==> src/rtl/indexed_list_insert_remove_unit_assert.svh <==
// ----------------------------------------------------------------------------
// Indexed list assertion macros
// Concurrent check wrappers, clocked on aclk and disabled while aresetn is low.
// ----------------------------------------------------------------------------
`ifndef INDEXED_LIST_INSERT_REMOVE_UNIT_ASSERT_SVH
`define INDEXED_LIST_INSERT_REMOVE_UNIT_ASSERT_SVH

`ifndef SYNTHESIS
// a condition that must hold at every edge out of reset
`define ILIR_ASSERT_HOLDS(lbl, cond) \
    lbl: assert property (@(posedge aclk) disable iff (!aresetn) (cond)) \
        else $error("indexed list check failed");
// an antecedent that forces a consequent in the next cycle
`define ILIR_ASSERT_NEXT(lbl, ante, cons) \
    lbl: assert property (@(posedge aclk) disable iff (!aresetn) (ante) |=> (cons)) \
        else $error("indexed list check failed");
`else
`define ILIR_ASSERT_HOLDS(lbl, cond)
`define ILIR_ASSERT_NEXT(lbl, ante, cons)
`endif

`endif

==> src/rtl/ilir_pkg.sv <==
// ----------------------------------------------------------------------------
// Indexed list package
// Field widths, operation and status codes, and the cell control bundle.
// ----------------------------------------------------------------------------
package ilir_pkg;

    localparam int POS_W     = 9;
    localparam int VALUE_W   = 32;
    localparam int DATA_W    = 32;
    localparam int COUNT_W   = 9;
    localparam int KIND_W    = 2;
    localparam int STATUS_W  = 2;
    localparam int S_TDATA_W = 48;   // position + value, padded to bytes
    localparam int M_TDATA_W = 48;   // data + count, padded to bytes
    localparam int GROUP     = 16;   // fan-in of one readout OR stage

    typedef enum logic [KIND_W-1:0] {
        KIND_INSERT = 2'd0,
        KIND_REMOVE = 2'd1,
        KIND_READ   = 2'd2
    } kind_t;

    typedef enum logic [STATUS_W-1:0] {
        ST_DONE  = 2'd0,
        ST_RANGE = 2'd1,
        ST_FULL  = 2'd2
    } status_t;

    // broadcast to every cell
    typedef struct packed {
        logic             ins;    // insert executes this cycle
        logic             rem;    // remove executes this cycle
        logic             pick;   // drive the addressed word onto readout
        logic [POS_W-1:0] pos;
    } cell_ctrl_t;

endpackage

==> src/rtl/ilir_cell.sv <==
// ----------------------------------------------------------------------------
// Indexed list cell
// One list slot: holds a word, shifts up on insert, down on remove.
// ----------------------------------------------------------------------------
module ilir_cell #(
    parameter int WIDTH = 32,
    parameter int IDX   = 0
) (
    input  logic                      aclk,
    input  ilir_pkg::cell_ctrl_t      ctrl_i,
    input  logic [WIDTH-1:0]          value_i,
    input  logic [WIDTH-1:0]          left_i,   // word of slot IDX-1
    input  logic [WIDTH-1:0]          right_i,  // word of slot IDX+1
    output logic [WIDTH-1:0]          word_o,
    output logic [WIDTH-1:0]          pick_o
);

    localparam logic [31:0] IDX_U = 32'(IDX);

    logic [WIDTH-1:0] word_reg;
    logic [WIDTH-1:0] word_next;
    logic [31:0]      pos_u;
    logic             at_pos;
    logic             above_pos;

    assign pos_u     = 32'(ctrl_i.pos);
    assign at_pos    = (IDX_U == pos_u);
    assign above_pos = (IDX_U > pos_u);

    always_comb begin
        word_next = word_reg;
        if (ctrl_i.ins) begin
            if (at_pos) begin
                word_next = value_i;
            end else if (above_pos) begin
                word_next = left_i;
            end
        end else if (ctrl_i.rem && (at_pos || above_pos)) begin
            word_next = right_i;
        end
    end

    always_ff @(posedge aclk) begin
        word_reg <= word_next;
    end

    assign word_o = word_reg;
    assign pick_o = (ctrl_i.pick && at_pos) ? word_reg : '0;

endmodule

==> config.mk <==
export PLATFORM = sky130hd
export DESIGN_NAME = ilir_cell
export DESIGN_NICKNAME = d
export VERILOG_FILES = /design/src/rtl/indexed_list_insert_remove_unit_assert.svh /design/src/rtl/ilir_pkg.sv /design/src/rtl/ilir_cell.sv
export SDC_FILE = /design/constraint.sdc
export NUM_CORES = 1
export LEC_CHECK = 0
export BUFFER_PORTS_ARGS = -buffer_cell sky130_fd_sc_hd__buf_2
export CAP_MARGIN = 20
export CORE_ASPECT_RATIO = 1.25
export CORE_MARGIN = 1.5
export CORE_UTILIZATION = 36
export DETAILED_ROUTE_END_ITERATION = 8
export GPL_TIMING_DRIVEN = 0
export MAX_ROUTING_LAYER = met4
export PLACE_DENSITY = 0.78
export SLEW_MARGIN = 10
export SYNTH_ARGS = -nofsm -noshare
export SYNTH_HDL_FRONTEND = slang
export SYNTH_SLANG_ARGS = --single-unit
==> constraint.sdc <==
create_clock -name aclk -period 2.4 [get_ports aclk]
set_input_delay 0.24 -clock aclk [delete_from_list [all_inputs] [get_ports aclk]]
set_output_delay 0.24 -clock aclk [all_outputs]
set_load 0.01 [all_outputs]
# Word-level counts from Yosys, hierarchy flattened
# Cells that the tools add are included.
[totals] in_bits=109 output_inout_bits=64 elab_cells=14 reg_bits=32
[classes] order_cmp=1 n_reduce_logical=6 n_eq_ne=1 muxes=5
[op_table] cell="32-bit two-way mux" n=5
[op_table] cell="32-bit zero test" n=1
[op_table] cell="1-bit by 9-bit > comparator with 1-bit output (first input constant)" n=1
[op_table] cell="3-bit by 1-bit != test with 1-bit output (second input constant)" n=1
[op_table] cell="1-bit logical AND" n=2
[op_table] cell="2-bit AND reduction" n=1
[op_table] cell="2-bit nonzero test" n=1
[op_table] cell="1-bit logical OR" n=1

# Depth between registers and ports, before layout
[depth] depth_word=5 ltp_mapped=5 mapped_depth_nobuf=3

# Worst setup path before layout
# OpenSTA, ideal clock, no wires.
[synth_path] kind="input -> register" start="in ctrl_i[6] (netlist bit)" end="reg word_reg[0] (netlist: word_o[0]), enable pin" setup_slack_ns=-0.083 n_path_buf=2 setup_ns=0.391 t_required_ns=2.009 cell_stages=5 t_arrival_ns=2.092 cell_sequence="or4_4 > buf_6 > nor3_4 > buf_6 > o21a_1"
[synth_via] elab_chain_cells=5 elab_cells_between_ends=7 classes_between="order compare (1); eq/ne (1); reduce/logical (5)"
[synth_rtl] item="start, declared" line="ilir_cell.sv:10" rtl="input ilir_pkg::cell_ctrl_t ctrl_i,"
[synth_rtl] item="1-bit by 9-bit > comparator with 1-bit output or 32-bit zero test (tied branches)" line="ilir_cell.sv:28, ilir_cell.sv:27"
[synth_rtl] item="1-bit logical OR" line="ilir_cell.sv:38" rtl="end else if (ctrl_i.rem && (at_pos || above_pos)) begin"
[synth_rtl] item="1-bit logical AND" line="ilir_cell.sv:38"
[synth_rtl] item="2-bit nonzero test (no source line)"
[synth_rtl] item="2-bit AND reduction (no source line) (*)"
[synth_rtl] item="end signal, assigned" line="ilir_cell.sv:44" rtl="word_reg <= word_next;"
[synth_rtl] item="end, declared" line="ilir_cell.sv:20" rtl="logic [WIDTH-1:0] word_reg;"
# Mark *: on every way between the ends. The rest lies on a longest branch, timed or not.
# A chain may end at the register's enable or synchronous reset.

# Worst setup path in the final report
[layout_path] start="in ctrl_i[6] (netlist bit)" end="reg word_reg[16] (netlist: word_o[16]), enable pin"
# Same word-level chain as after synthesis.

==> results by group <==
Status
  • Status: completed

Finish
  • Layout cells sized above 1: 46.00%
  • Max reg flops: 32
  • Filler cells: 545
  • Ant diodes: 0
  • Core Util, Final: 55.36%
  • Fin nets: 521
  • Synth-to-Final Area Change: 48.66%

STA
  • Pins over their slew limit: 0
  • Relative slew slack: 49.54%
  • Worst setup margin: 0.1231 ns
  • Fmax: 439.2 MHz
  • Slew at the pin closest to its max-slew limit: 0.7568 ns
  • # setup viols final: 0
  • Fin crit share: 94.87%
  • Final Hold Fails: 0
  • Crit path time final: 2.277 ns
  • Hold_ws: 0.3096 ns
  • Setup TNS: 0 ns
  • Unrepaired setup endpoints after global routing: no

Global routing
  • Gr ovfl total: 0
  • Gr usage total: 22.54%
  • Global-route wire length before repair: 10.96 mm
  • Vias in the first global route: 2338
  • Largest net degree at the start of global routing: 33
  • Initial antenna violation count: 0

Detailed routing
  • Final wirelength: 7.679 mm
  • Vias after detailed routing: 2659
  • WL/cell: 16.03 um
  • DR pass1 iterations: 4
  • DRC violations left: 0
  • Starting DRC count in detailed routing: 147
  • Routed Antenna Nets: 0
  • Via-per-instance ratio: 5.551

Power
  • Static Leakage: 0.001514 uW
  • VDD IR-drop max: 0.2043 mV
  • Overall Power: 1353 uW
  • Pwr Density: 422.8 nW/um^2

Clock network
  • CTS Hold Bufs: 0
  • Clk root buf: clkbuf_8
  • TritonCTS Buffers: 5
  • CTS tree: built
  • Postcts setup bufs: 0
  • CTS sink count: 32
  • Post-cts sizing count: 0
  • H-Tree Depth: 2
  • Clock Tree Buf Depth: 2
  • Clk pin slew, worst setup/hold paths: 0.07 ns

Floorplan
  • Die Height: 89.45 um
  • Std cell rows: 31
  • I/O pin total: 173
  • Initial Util: 37.24%
  • Die ar.: 6454 sq um
  • Die Width: 72.16 um
  • Core area: 5779 sq um

Logic synthesis
  • Netlist Area Pre-Place: 2152 sq um
  • Top-count cell post-synth: nor2_1
  • Top cells by area, synth: edfxtp_1, o31ai_1, a31oi_1
  • Synth unique cells: 16
  • Sequential share of the synthesized area: 44.65%
  • Syn Inst Count: 234
  • Ys Warns: 0
  • Yosys top cell by area: edfxtp_1
  • Synth Flop Type: edfxtp_1
  • Mapped Nets: 343
  • Asr flop ratio synth: 0%
  • Synth top area share: 44.65%
  • Avg Inst Size Synth: 9.197 sq um
  • Number of flops mapped to enable cells by yosys: 32
  • Post-synthesis register bit count: 32

Run
  • Max-Cap Viols: 0

Placement
  • DP HPWL: 6.009 mm
  • I/O Buffers: 171
  • GP Congestion: 0.8541
  • Post-place setup slack: -0.2016 ns

Critical path
  • Crit path launch type: input pin
  • Worst Path Arrival: 2.18 ns
  • Crit path kind: in -> reg
  • Setup crit end kind: flop
  • Critical Path RT: 2.30 ns
  • CP max FO: 32

Min path
  • Hold WC Path Type: in -> reg
-- power breakdown --
group	internal, uW	switching, uW	leakage (uW)	total, uW
Sequential	620	0.414	0.000298	620
Combinational	105	128	0.00116	233
Clock	308	192	0.0000552	500
-- metal layers --
metal  share of wire [%]  GRT usage, %  wire [um]  vias to the layer above
met5                   0             -          0                        -
met4                 1.1         5.832         84                        0
met3                 7.0         3.495        539                        9
met2                  53         41.08       4044                      134
met1                  39         25.77       3011                     1220
li1                    -             -          -                     1296
-- cell usage in the layout (no fill, tap or decap), types with 4 or more instances in the layout --
cell	Yosys	layout
nand4_1	32	32
clkbuf_8	0	5
buf_2	3	174
and3_1	32	32
nor2_1	33	33
buf_6	4	4
o31ai_1	32	32
edfxtp_1	32	32
clkbuf_1	27	28
a31oi_1	32	32
-- critical path, cell delays in order --
cell and delay (ns):
buf_2 0.11, or4_4 0.52, buf_6 0.15, nor3_4 0.33
buf_6 0.18, o21a_2 0.63
-- path summary, 6_finish.rpt --
path,start,endpoint,slack [ns],depth (start not counted)
setup / recovery,ctrl_i[6],word_o[16],0.12,6
hold / removal,right_i[14],word_o[14],0.31,3
-- metrics by stage --
stage               area [sq um]  instances
finish                      3199        479
global route                3199        479
CTS                         3199        479
detailed placement          3092        471
global placement            3092        471
floorplan                   2153        234
-- cell families (layout without fill, tap and decap cells) --
family | Yosys count | after routing | share of synthesized area (%)
buffers and inverters | 34 | 213 | 7.500
DFF | 32 | 32 | 44.65
and+or+nand+nor | 103 | 103 | 27.03
AOI/OAI and AO/OA | 65 | 65 | 20.81
-- final cells by class --
| type | instances | area [sq um] | share of cell area (%) |
|---|---|---|---|
| clock buffers | 6 | 72.57 | 2.268 |
| multi-input cells | 168 | 1031 | 32.23 |
| clock inverters | 2 | 35.03 | 1.095 |
| plain buffers | 34 | 161.4 | 5.045 |
| repair buffers | 171 | 855.8 | 26.75 |
| flip-flops and latches | 32 | 960.9 | 30.04 |
| well taps | 66 | 82.58 | 2.581 |
(Power assumes the default switching activity.)
